<file path="config.mk">
export PLATFORM = sky130hd
export DESIGN_NAME = fixed_block_pool_allocator_core
export DESIGN_NICKNAME = d
export VERILOG_FILES = /design/src/rtl/fbpa_pkg.sv /design/src/rtl/fixed_block_pool_allocator_core.sv /design/src/rtl/fbpa_stack.sv /design/src/rtl/fbpa_div.sv
export SDC_FILE = /design/constraint.sdc
export NUM_CORES = 2
export LEC_CHECK = 0
export ABC_AREA = 0
export BUFFER_PORTS_ARGS = -buffer_cell sky130_fd_sc_hd__buf_2
export CAP_MARGIN = 0
export CORE_MARGIN = 5
export CORE_UTILIZATION = 67
export DETAILED_ROUTE_END_ITERATION = 12
export PLACE_DENSITY = 0.84
export SLEW_MARGIN = 20
export SYNTH_ARGS = -nofsm -noshare
export SYNTH_HDL_FRONTEND = slang
export SYNTH_SLANG_ARGS = --single-unit
</file>
<file path="constraint.sdc">
create_clock -name clk -period 12.8 [get_ports clk]
set_input_delay 2.56 -clock clk [delete_from_list [all_inputs] [get_ports clk]]
set_output_delay 2.56 -clock clk [all_outputs]
set_load 0.005 [all_outputs]
</file>
<file path="src/rtl/fbpa_pkg.sv">
// ----------------------------------------------------------------------------
// Fixed block pool allocator package
// Shared codes, register indexes, state encoding and status struct.
// ----------------------------------------------------------------------------
`default_nettype none

package fbpa_pkg;

    localparam int ADDR_W    = 32;
    localparam int BYTES_W   = 16;
    localparam int CFG_IDX_W = 2;

    localparam logic [CFG_IDX_W-1:0] CFG_HEAP_BASE   = 2'd0;
    localparam logic [CFG_IDX_W-1:0] CFG_BLOCK_BYTES = 2'd1;

    localparam logic OP_ALLOC = 1'b0;
    localparam logic OP_FREE  = 1'b1;

    localparam logic [BYTES_W-1:0] BLOCK_BYTES_RST = 16'd64;

    typedef enum logic [1:0] {
        STAT_OK    = 2'd0,
        STAT_EMPTY = 2'd1,
        STAT_RANGE = 2'd2,
        STAT_FULL  = 2'd3
    } status_t;

    typedef enum logic [2:0] {
        ST_IDLE,
        ST_DECIDE,
        ST_CHECK,
        ST_POP_WAIT,
        ST_ADD,
        ST_DIV,
        ST_REPLY
    } state_t;

    typedef struct packed {
        logic empty;
        logic full;
    } stack_stat_t;

endpackage

`default_nettype wire

</file>
<file path="src/rtl/fixed_block_pool_allocator_core.sv">
// ----------------------------------------------------------------------------
// Fixed block pool allocator core
// Hands out and takes back fixed-size blocks of a heap from a stack of free
// block indices kept in a synchronous memory.
// ----------------------------------------------------------------------------
// An allocate goes through the stack read, the stride multiply and the base
//   add before its result is loaded; a free that is pushed goes through the
//   serial divider, which makes one index bit per cycle.
// Throughput: one item at a time; the next item is taken the cycle after the
//   result is loaded into the output register, even if it is not yet taken.
// Reset: every block is free, heap_base is 0 and block_bytes is 64; no
//   clearing pass is needed because never-written stack entries read as
//   their own position.
`default_nettype none

module fixed_block_pool_allocator_core
    import fbpa_pkg::*;
#(
    parameter int CAPACITY = 256
)
(
    input  wire logic                 clk,
    input  wire logic                 rst_n,

    input  wire logic                 in_valid,
    output logic                      in_ready,
    input  wire logic                 op,
    input  wire logic [ADDR_W-1:0]    addr,

    output logic                      out_valid,
    input  wire logic                 out_ready,
    output logic      [1:0]           status,
    output logic      [ADDR_W-1:0]    block_addr,

    input  wire logic                 cfg_valid,
    output logic                      cfg_ready,
    input  wire logic [CFG_IDX_W-1:0] cfg_index,
    input  wire logic [ADDR_W-1:0]    cfg_data
);

    localparam int IDX_W  = $clog2(CAPACITY);
    localparam int CAP_W  = $clog2(CAPACITY + 1);
    localparam int SPAN_W = CAP_W + BYTES_W;
    localparam int PROD_W = IDX_W + BYTES_W;
    localparam int CMP_W  = ADDR_W + 1;

    // Control state.
    state_t               state_reg;
    state_t               state_next;
    logic                 out_valid_reg;
    logic                 out_valid_next;

    // Configuration registers.
    logic [ADDR_W-1:0]    heap_base_reg;
    logic [BYTES_W-1:0]   block_bytes_reg;

    // Item and datapath registers.
    logic                 op_reg;
    logic [ADDR_W-1:0]    addr_reg;
    logic [ADDR_W-1:0]    offset_reg;
    logic [SPAN_W-1:0]    span_reg;
    logic                 below_reg;
    logic [PROD_W-1:0]    prod_reg;
    status_t              res_status_reg;
    logic [ADDR_W-1:0]    res_addr_reg;
    status_t              status_reg;
    logic [ADDR_W-1:0]    block_addr_reg;

    // Sequencer outputs.
    logic                 accept;
    logic                 pop;
    logic                 push;
    logic                 div_start;
    logic                 load_out;
    logic                 res_we;
    status_t              res_status_val;
    logic [ADDR_W-1:0]    res_addr_val;

    logic                 range_bad;
    stack_stat_t          stk_stat;
    logic [IDX_W-1:0]     pop_idx;
    logic                 div_done;
    logic [IDX_W-1:0]     div_quot;

    fbpa_stack #(
        .CAPACITY (CAPACITY)
    ) u_stack (
        .clk      (clk),
        .rst_n    (rst_n),
        .pop      (pop),
        .push     (push),
        .push_idx (div_quot),
        .pop_idx  (pop_idx),
        .stat     (stk_stat)
    );

    fbpa_div #(
        .QW (IDX_W)
    ) u_div (
        .clk      (clk),
        .rst_n    (rst_n),
        .start    (div_start),
        .dividend (offset_reg),
        .divisor  (block_bytes_reg),
        .done     (div_done),
        .quot     (div_quot)
    );

    // A free is in range only when it lies at or above the base and its
    // offset is below CAPACITY blocks; a zero stride makes the span empty.
    assign range_bad = below_reg || (CMP_W'(offset_reg) >= CMP_W'(span_reg));

    // Next-state logic.
    always_comb
    begin
        state_next = state_reg;
        case (state_reg)
            ST_IDLE:
            begin
                if (in_valid)
                begin
                    state_next = ST_DECIDE;
                end
            end
            ST_DECIDE:
            begin
                if (op_reg == OP_ALLOC)
                begin
                    state_next = stk_stat.empty ? ST_REPLY : ST_POP_WAIT;
                end
                else
                begin
                    state_next = ST_CHECK;
                end
            end
            ST_CHECK:
            begin
                state_next = (range_bad || stk_stat.full) ? ST_REPLY : ST_DIV;
            end
            ST_POP_WAIT:
            begin
                state_next = ST_ADD;
            end
            ST_ADD:
            begin
                state_next = ST_REPLY;
            end
            ST_DIV:
            begin
                if (div_done)
                begin
                    state_next = ST_REPLY;
                end
            end
            ST_REPLY:
            begin
                if (!out_valid_reg || out_ready)
                begin
                    state_next = ST_IDLE;
                end
            end
            default:
            begin
                state_next = ST_IDLE;
            end
        endcase
    end

    // Output logic of the sequencer.
    always_comb
    begin
        in_ready       = 1'b0;
        pop            = 1'b0;
        push           = 1'b0;
        div_start      = 1'b0;
        load_out       = 1'b0;
        res_we         = 1'b0;
        res_status_val = STAT_OK;
        res_addr_val   = '0;
        case (state_reg)
            ST_IDLE:
            begin
                in_ready = 1'b1;
            end
            ST_DECIDE:
            begin
                if (op_reg == OP_ALLOC)
                begin
                    if (stk_stat.empty)
                    begin
                        res_we         = 1'b1;
                        res_status_val = STAT_EMPTY;
                    end
                    else
                    begin
                        pop = 1'b1;
                    end
                end
            end
            ST_CHECK:
            begin
                if (range_bad)
                begin
                    res_we         = 1'b1;
                    res_status_val = STAT_RANGE;
                end
                else if (stk_stat.full)
                begin
                    res_we         = 1'b1;
                    res_status_val = STAT_FULL;
                end
                else
                begin
                    div_start = 1'b1;
                end
            end
            ST_ADD:
            begin
                res_we       = 1'b1;
                res_addr_val = heap_base_reg + ADDR_W'(prod_reg);
            end
            ST_DIV:
            begin
                if (div_done)
                begin
                    push   = 1'b1;
                    res_we = 1'b1;
                end
            end
            ST_REPLY:
            begin
                load_out = !out_valid_reg || out_ready;
            end
            default:
            begin
                in_ready = 1'b0;
            end
        endcase
    end

    assign accept    = in_valid && in_ready;
    assign cfg_ready = 1'b1;

    // The output register holds a finished result while the sequencer
    // already takes the next item.
    always_comb
    begin
        out_valid_next = out_valid_reg;
        if (load_out)
        begin
            out_valid_next = 1'b1;
        end
        else if (out_ready)
        begin
            out_valid_next = 1'b0;
        end
    end

    always_ff @(posedge clk or negedge rst_n)
    begin
        if (!rst_n)
        begin
            state_reg       <= ST_IDLE;
            out_valid_reg   <= 1'b0;
            heap_base_reg   <= '0;
            block_bytes_reg <= BLOCK_BYTES_RST;
        end
        else
        begin
            state_reg     <= state_next;
            out_valid_reg <= out_valid_next;
            if (cfg_valid && cfg_ready)
            begin
                case (cfg_index)
                    CFG_HEAP_BASE:   heap_base_reg   <= cfg_data;
                    CFG_BLOCK_BYTES: block_bytes_reg <= cfg_data[BYTES_W-1:0];
                    default:         heap_base_reg   <= heap_base_reg;
                endcase
            end
        end
    end

    // Datapath registers. The range terms are registered ahead of the compare
    // so that the span multiply has a register after it.
    always_ff @(posedge clk)
    begin
        if (accept)
        begin
            op_reg   <= op;
            addr_reg <= addr;
        end
        offset_reg <= addr_reg - heap_base_reg;
        below_reg  <= (addr_reg < heap_base_reg) || (block_bytes_reg == '0);
        span_reg   <= SPAN_W'(CAPACITY) * SPAN_W'(block_bytes_reg);
        prod_reg   <= PROD_W'(pop_idx) * PROD_W'(block_bytes_reg);
        if (res_we)
        begin
            res_status_reg <= res_status_val;
            res_addr_reg   <= res_addr_val;
        end
        if (load_out)
        begin
            status_reg     <= res_status_reg;
            block_addr_reg <= res_addr_reg;
        end
    end

    assign out_valid  = out_valid_reg;
    assign status     = status_reg;
    assign block_addr = block_addr_reg;

`ifndef SYNTH
    a_pop_not_empty: assert property (@(posedge clk) disable iff (!rst_n)
        pop |-> !stk_stat.empty)
        else $error("pop from an empty free stack");

    a_push_not_full: assert property (@(posedge clk) disable iff (!rst_n)
        push |-> !stk_stat.full)
        else $error("push into a full free stack");

    a_fail_zero_addr: assert property (@(posedge clk) disable iff (!rst_n)
        out_valid_reg && (status_reg != STAT_OK) |-> (block_addr_reg == '0))
        else $error("failed item carries a nonzero block address");
`endif

endmodule

`default_nettype wire

</file>
<file path="src/rtl/fbpa_stack.sv">
// ----------------------------------------------------------------------------
// Free index stack
// Synchronous stack memory with a fill count and a low-water mark; entries
// below the mark have never been written and read as their own position.
// ----------------------------------------------------------------------------
`default_nettype none

module fbpa_stack
    import fbpa_pkg::*;
#(
    parameter int CAPACITY = 256,
    localparam int IDX_W = $clog2(CAPACITY),
    localparam int CNT_W = $clog2(CAPACITY + 1)
)
(
    input  wire logic             clk,
    input  wire logic             rst_n,
    input  wire logic             pop,
    input  wire logic             push,
    input  wire logic [IDX_W-1:0] push_idx,
    output logic      [IDX_W-1:0] pop_idx,
    output stack_stat_t           stat
);

    logic [IDX_W-1:0] mem [CAPACITY];

    logic [CNT_W-1:0] cnt_reg;
    logic [CNT_W-1:0] cnt_next;
    logic [CNT_W-1:0] low_reg;
    logic [CNT_W-1:0] low_next;
    logic [IDX_W-1:0] rd_data_reg;
    logic [IDX_W-1:0] top_reg;
    logic             fresh_reg;
    logic [IDX_W-1:0] top_pos;
    logic [IDX_W-1:0] wr_pos;

    assign top_pos = IDX_W'(cnt_reg - CNT_W'(1));
    assign wr_pos  = cnt_reg[IDX_W-1:0];

    // The low-water mark is the smallest count ever reached. Every push lands
    // at or above it, so a pop that takes the count below it reads an entry
    // that has never been written, and its position is given out instead.
    always_comb
    begin
        cnt_next = cnt_reg;
        low_next = low_reg;
        if (pop)
        begin
            cnt_next = cnt_reg - CNT_W'(1);
            if (cnt_reg == low_reg)
            begin
                low_next = cnt_reg - CNT_W'(1);
            end
        end
        else if (push)
        begin
            cnt_next = cnt_reg + CNT_W'(1);
        end
    end

    always_ff @(posedge clk or negedge rst_n)
    begin
        if (!rst_n)
        begin
            cnt_reg <= CNT_W'(CAPACITY);
            low_reg <= CNT_W'(CAPACITY);
        end
        else
        begin
            cnt_reg <= cnt_next;
            low_reg <= low_next;
        end
    end

    always_ff @(posedge clk)
    begin
        if (push)
        begin
            mem[wr_pos] <= push_idx;
        end
        if (pop)
        begin
            rd_data_reg <= mem[top_pos];
            top_reg     <= top_pos;
            fresh_reg   <= (cnt_reg == low_reg);
        end
    end

    assign pop_idx    = fresh_reg ? top_reg : rd_data_reg;
    assign stat.empty = (cnt_reg == '0);
    assign stat.full  = (cnt_reg >= CNT_W'(CAPACITY));

`ifndef SYNTH
    a_cnt_bound: assert property (@(posedge clk) disable iff (!rst_n)
        cnt_reg <= CNT_W'(CAPACITY))
        else $error("free count above capacity");

    a_low_mark: assert property (@(posedge clk) disable iff (!rst_n)
        pop && (cnt_reg == low_reg) |=> (low_reg == cnt_reg))
        else $error("low-water mark did not follow a pop below it");
`endif

endmodule

`default_nettype wire

</file>
<file path="src/rtl/fbpa_div.sv">
// ----------------------------------------------------------------------------
// Serial index divider
// Restoring division of a byte offset by the block stride, one quotient
// bit per cycle.
// ----------------------------------------------------------------------------
`default_nettype none

module fbpa_div
    import fbpa_pkg::*;
#(
    parameter int QW = 8,
    localparam int LW = $clog2(QW + 1)
)
(
    input  wire logic               clk,
    input  wire logic               rst_n,
    input  wire logic               start,
    input  wire logic [ADDR_W-1:0]  dividend,
    input  wire logic [BYTES_W-1:0] divisor,
    output logic                    done,
    output logic      [QW-1:0]      quot
);

    logic              busy_reg;
    logic              busy_next;
    logic              done_reg;
    logic              done_next;
    logic [LW-1:0]     left_reg;
    logic [LW-1:0]     left_next;
    logic [ADDR_W-1:0] rem_reg;
    logic [ADDR_W-1:0] dsr_reg;
    logic [QW-1:0]     quot_reg;
    logic              ge;

    // The dividend is known to be below divisor * 2^QW, so QW steps suffice.
    assign ge = (rem_reg >= dsr_reg);

    always_comb
    begin
        busy_next = busy_reg;
        left_next = left_reg;
        done_next = 1'b0;
        if (start)
        begin
            busy_next = 1'b1;
            left_next = LW'(QW);
        end
        else if (busy_reg)
        begin
            left_next = left_reg - LW'(1);
            if (left_reg == LW'(1))
            begin
                busy_next = 1'b0;
                done_next = 1'b1;
            end
        end
    end

    always_ff @(posedge clk or negedge rst_n)
    begin
        if (!rst_n)
        begin
            busy_reg <= 1'b0;
            done_reg <= 1'b0;
            left_reg <= '0;
        end
        else
        begin
            busy_reg <= busy_next;
            done_reg <= done_next;
            left_reg <= left_next;
        end
    end

    always_ff @(posedge clk)
    begin
        if (start)
        begin
            rem_reg  <= dividend;
            dsr_reg  <= ADDR_W'(divisor) << (QW - 1);
            quot_reg <= '0;
        end
        else if (busy_reg)
        begin
            if (ge)
            begin
                rem_reg <= rem_reg - dsr_reg;
            end
            dsr_reg  <= dsr_reg >> 1;
            quot_reg <= QW'({quot_reg, ge});
        end
    end

    assign done = done_reg;
    assign quot = quot_reg;

`ifndef SYNTH
    a_no_restart: assert property (@(posedge clk) disable iff (!rst_n)
        start |-> !busy_reg)
        else $error("divider started while busy");
`endif

endmodule

`default_nettype wire

</file>
After elaboration in Yosys (flattened, before gate mapping)

Memory sizes are Yosys's and may differ from the RTL's. A register that Yosys moved wholly into a read port is not among the register bits.
Index checks and enable logic that the tools add are counted.

Flip-flop bits (word level): 322
Bits of input ports: 72
Memories: 1
Output and inout bits: 37
Bits in writable memories: 2,048

Memory list:

| memory      | depth | width | rd ports | clocked after Yosys merged registers in | wr ports | line             | RTL |
|---|---|---|---|---|---|---|---|
| u_stack.mem | 256   | 8     | 1        | 1                                       | 1        | fbpa_stack.sv:25 | `logic [IDX_W-1:0] mem [CAPACITY];` |

Equal/unequal tests: 12
Reduce and logical (&&, ||, !) cells: 19
$mul: 1
$lt $le $gt $ge: 4
Muxes and demuxes: 47
Add/subtract/negate cells: 6

Operator list:

| cell                                                               | count |
|---|---|
| 32-bit 2-to-1 mux                                                  | 3 |
| 23-bit 2-to-1 mux                                                  | 2 |
| 32-bit by 24-bit adder with 32-bit output                          | 1 |
| 32-bit by 23-bit greater-or-equal comparator with 1-bit output     | 1 |
| 32-bit by 24-bit greater-or-equal comparator with 1-bit output     | 1 |
| 32-bit < comparator                                                | 1 |
| 32-bit by 23-bit subtractor with 32-bit output                     | 1 |
| 32-bit subtractor                                                  | 1 |
| 1-bit 2-to-1 mux                                                   | 26 |
| 8-bit by 16-bit multiplier with 24-bit output                      | 1 |
| 3-bit one-hot mux with 7 select lines                              | 1 |
| 9-bit 2-to-1 mux                                                   | 2 |
| 16-bit logical NOT                                                 | 1 |
| 3-bit 2-to-1 mux                                                   | 5 |
| 9-bit by 1-bit adder with 9-bit output, second input constant      | 1 |
| 3-bit == test, second input constant                               | 3 |
| 9-bit == test                                                      | 1 |
| 9-bit greater-or-equal comparator, second input constant           | 1 |
| 9-bit logical NOT                                                  | 1 |
| 9-bit by 1-bit subtractor with 9-bit output, second input constant | 1 |
| 4-bit 2-to-1 mux                                                   | 2 |
| 8-bit 2-to-1 mux                                                   | 1 |
| 2-bit AND reduction                                                | 4 |
| 2-bit nonzero test                                                 | 4 |
| other kinds (16)                                                   | 23 |

Logic depth before layout (Yosys ltp)

Word-level depth: 6
Depth in mapped cells: 21

Modules after synthesis

A second synthesis with hierarchy kept.

Cell total of the unflattened synthesis: 6,953
Area, all modules: 101,088.2 µm²

Modules (own cells, without submodules):

| module                          | seq. area each (µm²) | times used | cells an instance | area each (µm²) |
|---|---|---|---|---|
| fbpa_stack                      | 62,462.4             | 1          | 5,058             | 82,226.4 |
| fixed_block_pool_allocator_core | 5,796.8              | 1          | 1,384             | 14,336.2 |
| fbpa_div                        | 1,891.8              | 1          | 511               | 4,525.6 |

Least setup slack after synthesis

No wires, ideal clock.

Kind: register to register
From: reg u_stack.fresh_reg
To: reg prod_reg[16]
Data arrival time: 5,283 ps
Path slack: 7,445 ps
Data required time: 12,728 ps
Clock period less this slack: 5,355 ps
Buffers on the path: 2
Setup time: 72 ps
Cell stages (with the launch flop): 20
Cell sequence: edfxtp_1 -> clkbuf_1 -> mux2i_1 -> clkbuf_1 -> nand2b_1 -> fa_1 -> fa_1 -> inv_1 -> fa_1 -> inv_1 -> fa_1 -> inv_1 -> ha_1 -> or3_1 -> o22ai_1 -> o21ai_0 -> o31a_1 -> a21o_1 -> a21oi_1 -> xnor2_1

Longest elaborated chain between the ends: 2

Ends and longest elaborated chain:

| what                                          | line                                   | RTL |
|---|---|---|
| from (decl)                                   | fbpa_stack.sv:33                       | `logic fresh_reg;` |
| from (signal assigned)                        | fbpa_stack.sv:85                       | `fresh_reg <= (cnt_reg == low_reg);` |
| 8-bit 2-to-1 mux                              | fbpa_stack.sv:89                       | `assign pop_idx = fresh_reg ? top_reg : rd_data_reg;` |
| 8-bit by 16-bit multiplier with 24-bit output | fixed_block_pool_allocator_core.sv:295 | `prod_reg <= PROD_W'(pop_idx) * PROD_W'(block_bytes_reg);` |
| to (signal assigned)                          | fixed_block_pool_allocator_core.sv:295 |  |
| to (decl)                                     | fixed_block_pool_allocator_core.sv:63  | `logic [PROD_W-1:0] prod_reg;` |

No other way between the ends.
A chain may end at the register's enable or synchronous reset.

Worst setup path in the final report

From: reg u_stack.cnt_reg[0]
To: reg u_stack.rd_data_reg[1] (read register of u_stack.mem), data pin

Longest elaborated chain between the ends: 4
Elaborated cells between the ends (all ways): 5
Classes of those cells: add/sub: 1; mux: 3; reduce/logical: 1

Ends and longest elaborated chain:

| what                                                                                                | line             | RTL |
|---|---|---|
| from (decl)                                                                                         | fbpa_stack.sv:27 | `logic [CNT_W-1:0] cnt_reg;` |
| from (signal assigned)                                                                              | fbpa_stack.sv:65 | `cnt_reg <= CNT_W'(CAPACITY);` |
| from (signal assigned)                                                                              | fbpa_stack.sv:70 | `cnt_reg <= cnt_next;` |
| parallel branches: the longest is 4 deep, another holds 9-bit by 1-bit subtractor with 9-bit output | --               |  |
| to (decl)                                                                                           | fbpa_stack.sv:31 | `logic [IDX_W-1:0] rd_data_reg;` |

Several ways; the timed one is not identified.

==> run_results.csv <==
group,metric,value,unit
clock_tree,clock_latency,0.89,ns
run_status,status,"finished clean",
global_route,grt_use_total,34.72,%
layout,layout-drive-gt1-share,21.72,%
min_path,hp-class,"flip-flop to flip-flop",
placement,dp_hpwl,144400,µm
detailed_routing,wirelength,277800,µm
clock_tree,clock-sinks,2378,
synthesis,synth_compound_area_share,3.036,%
layout,nets,5785,
synthesis,async_flop_share,3.196,%
synthesis,synthMuxAreaShare,15.07,%
layout,largest_reg_flops,2048,
critical_path,end_kind,"flip-flop",
critical_path,cp_max_fo,99,
global_route,grt_remaining_overflow,0,
die,die_h,394.6,µm
timing,skew,0.08251,ns
pwr,p_leak,36.21,nW
layout,final_cell_mix,"2214 x edfxtp_1, 639 x mux4_2, 415 x nor2_1, 222 x clkbuf_16, 210 x inv_1",
global_route,grt_pass1_wl,389900,µm
pwr,powerDensity,163.5,mW/mm²
placement,post_dp_cell_area,0.1016,mm²
placement,globalplace.congestion,0.8777,
detailed_routing,wl_per_cell,36.55,µm
synthesis,avgSynthCellArea,18.54,µm²
clock_tree,postCtsSetupRepairBufs,0,
detailed_routing,vias,55820,
critical_path,path_cells,"buf_4 -> buf_12 -> buf_16 -> buf_12 -> mux4_2 -> mux4_2 -> nand2_1 -> a31oi_1 -> a22oi_1 -> o221ai_1",
clock_tree,clk_pin_slew,0.07,ns
critical_path,critPathArrivalTime,6.86,ns
timing,rsz0062_at_grt,"no",
layout,area_growth_syn_to_layout,10.04,%
die,start_util,67.21,%
run,maxCapViolations,0,
detailed_routing,ant_nets,0,
detailed_routing,drt_iter0_drc,8910,
clock_tree,cts.hold.buffers_added,0,
critical_path,cp.required,13.36,ns
synthesis,ys_seq_elements,2378,
layout,fin_area,0.1091,mm²
global_route,grt_max_degree,241,
global_route,grt_pass1_vias,55230,
synthesis,synth_top_family_by_area,"multiplexers",
synthesis,synth_cells,5347,
die,coreArea,0.1475,mm²
timing,finalCritPeriodShare,49.20,%
detailed_routing,drc,0,
synthesis,synth_xor_area_share,0.8571,%
die,fp.dieArea,0.1557,mm²
clock_tree,cts_max_level,4,
synthesis,netlist_area,0.09912,mm²
clock_tree,cts_tree,"done",
die,io_pins,109,
clock_tree,post_cts_resized,0,
timing,fin_setup_tns,0,ns
synthesis,synthSimpleGateAreaFrac,4.648,%
timing,relSlewSlack,14.86,%
pwr,peakVddDrop,0.1424,mV
timing,max_clock_freq,158.8,MHz
timing,setup_violations,0,
critical_path,critical_path_class,"flip-flop to flip-flop",
die,rows,141,
clock_tree,clockBufferDepth,3,
timing,final_max_slew_viol_count,0,
synthesis,synth_edf_count,2214,
synthesis,yosysSeqAreaShare,70.77,%
synthesis,ys.flop_type,"edfxtp_1",
critical_path,slowest_delay,0.97,ns
synthesis,syn-num-nets,5652,
synthesis,synthAdderAreaFrac,3.600,%
layout,final_common_cell,"edfxtp_1",
clock_tree,cts_inserted_buffers,220,
critical_path,critPathSlowestCell,"dfrtp_4",
die,die_w,394.6,µm
critical_path,cp-start-kind,"flip-flop",
placement,placement.io_buffers,107,
layout,largest_register,"u_stack.mem",
synthesis,ys_types,75,
timing,hold_violations,0,
global_route,antenna_found_initial,9,
synthesis,ys_warn_count,0,
timing,worst_slew_pin_slew,1.273,ns
detailed_routing,vias_per_cell,7.345,
clock_tree,cts-root-buf,"clkbuf_16",
detailed_routing,dr.pass1.iters,9,
timing,min_period,6.297,ns
power breakdown:
part	leakage, nW	internal, mW	switching [mW]
Sequential	22.7	8.84	0.218
Combinational	9.95	0.804	1.24
Clock	3.52	3.66	3.07
Total	36.2	13.3	4.53
worst paths after layout:
path	depth (start not counted)	start	slack [ns]	to
worst min register to register	0	res_addr_reg[26]	0.39	block_addr[26]
worst max-delay path	10	u_stack.cnt_reg[0]	6.50	u_stack.rd_data_reg[1]
max in group asynchronous	2	rst_n	9.87	u_stack.cnt_reg[0]
min in group asynchronous	1	rst_n	1.57	block_bytes_reg[5]
worst min-delay path	0	res_addr_reg[26]	0.39	block_addr[26]
worst max register to register	10	u_stack.cnt_reg[0]	6.50	u_stack.rd_data_reg[1]
metrics by stage:
stage,worst slack (ns),hold WS [ns],instances,util (%),total power [mW]
after floorplan,7.445,0.3659,5347,-,10.59
after global placement,6.851,0.4005,7183,68.92,11.10
after detailed placement,6.820,0.4045,7183,68.92,11.17
after CTS,6.787,0.4039,7592,73.82,17.76
after global routing,6.073,0.4035,7597,73.95,18.45
final,6.503,0.3944,7600,73.95,17.83
synth_stat cells, types with 39 or more instances:
cell type     n  area (µm²)
edfxtp_1   2214       66480
mux4_2      639       14390
nor2_1      426        1599
nand2_1     214       803.3
inv_1       211       792.0
clkbuf_1    157       589.3
ha_1        146        1827
nor2b_1     129       807.0
o21ai_0     121       605.6
a21oi_1     100       500.5
dfxtp_1      88        1762
buf_2        87       435.4
fa_1         87        1742
dfrtp_1      73        1827
xnor2_1      58       508.0
a21o_1       44       330.3
nand3_1      42       210.2
xor2_1       39       341.6
layout make-up:
cell class              count  area [µm²]
flip-flops and latches   2378       70180
fillers                  7638       38420
clock buffers             273        5838
well taps                1930        2415
clock inverters           136        1391
multi-input cells        2489       27150
inverters                 212       797.0
diodes                      3       7.507
repair buffers            179        1281
cell families after synthesis:
group	after synthesis
compound gates	467
flops	2378
other cells	1
xor+xnor	97
buf+inv	480
mux	691
simple gates	1000
fa+ha+maj	233
metal layers:
metal | GRT usage, % | vias to the layer above | wire [µm]
met4 | 16.97 | 14 | 19080
li1 | - | 21350 | -
met5 | 0 | - | 97
met1 | 46.10 | 28060 | 89550
met3 | 7.894 | 1143 | 33730
met2 | 55.60 | 5250 | 135300
critical path, delay by kind of cell (launching register included):
family	cells	cell delay (ns)
flip-flops	1	0.97
AND/OR/NAND/NOR	1	0.10
multiplexers	2	1.16
buffers and inverters	4	2.40
AO/OA/AOI/OAI	3	1.05
(Power assumes the default switching activity.)
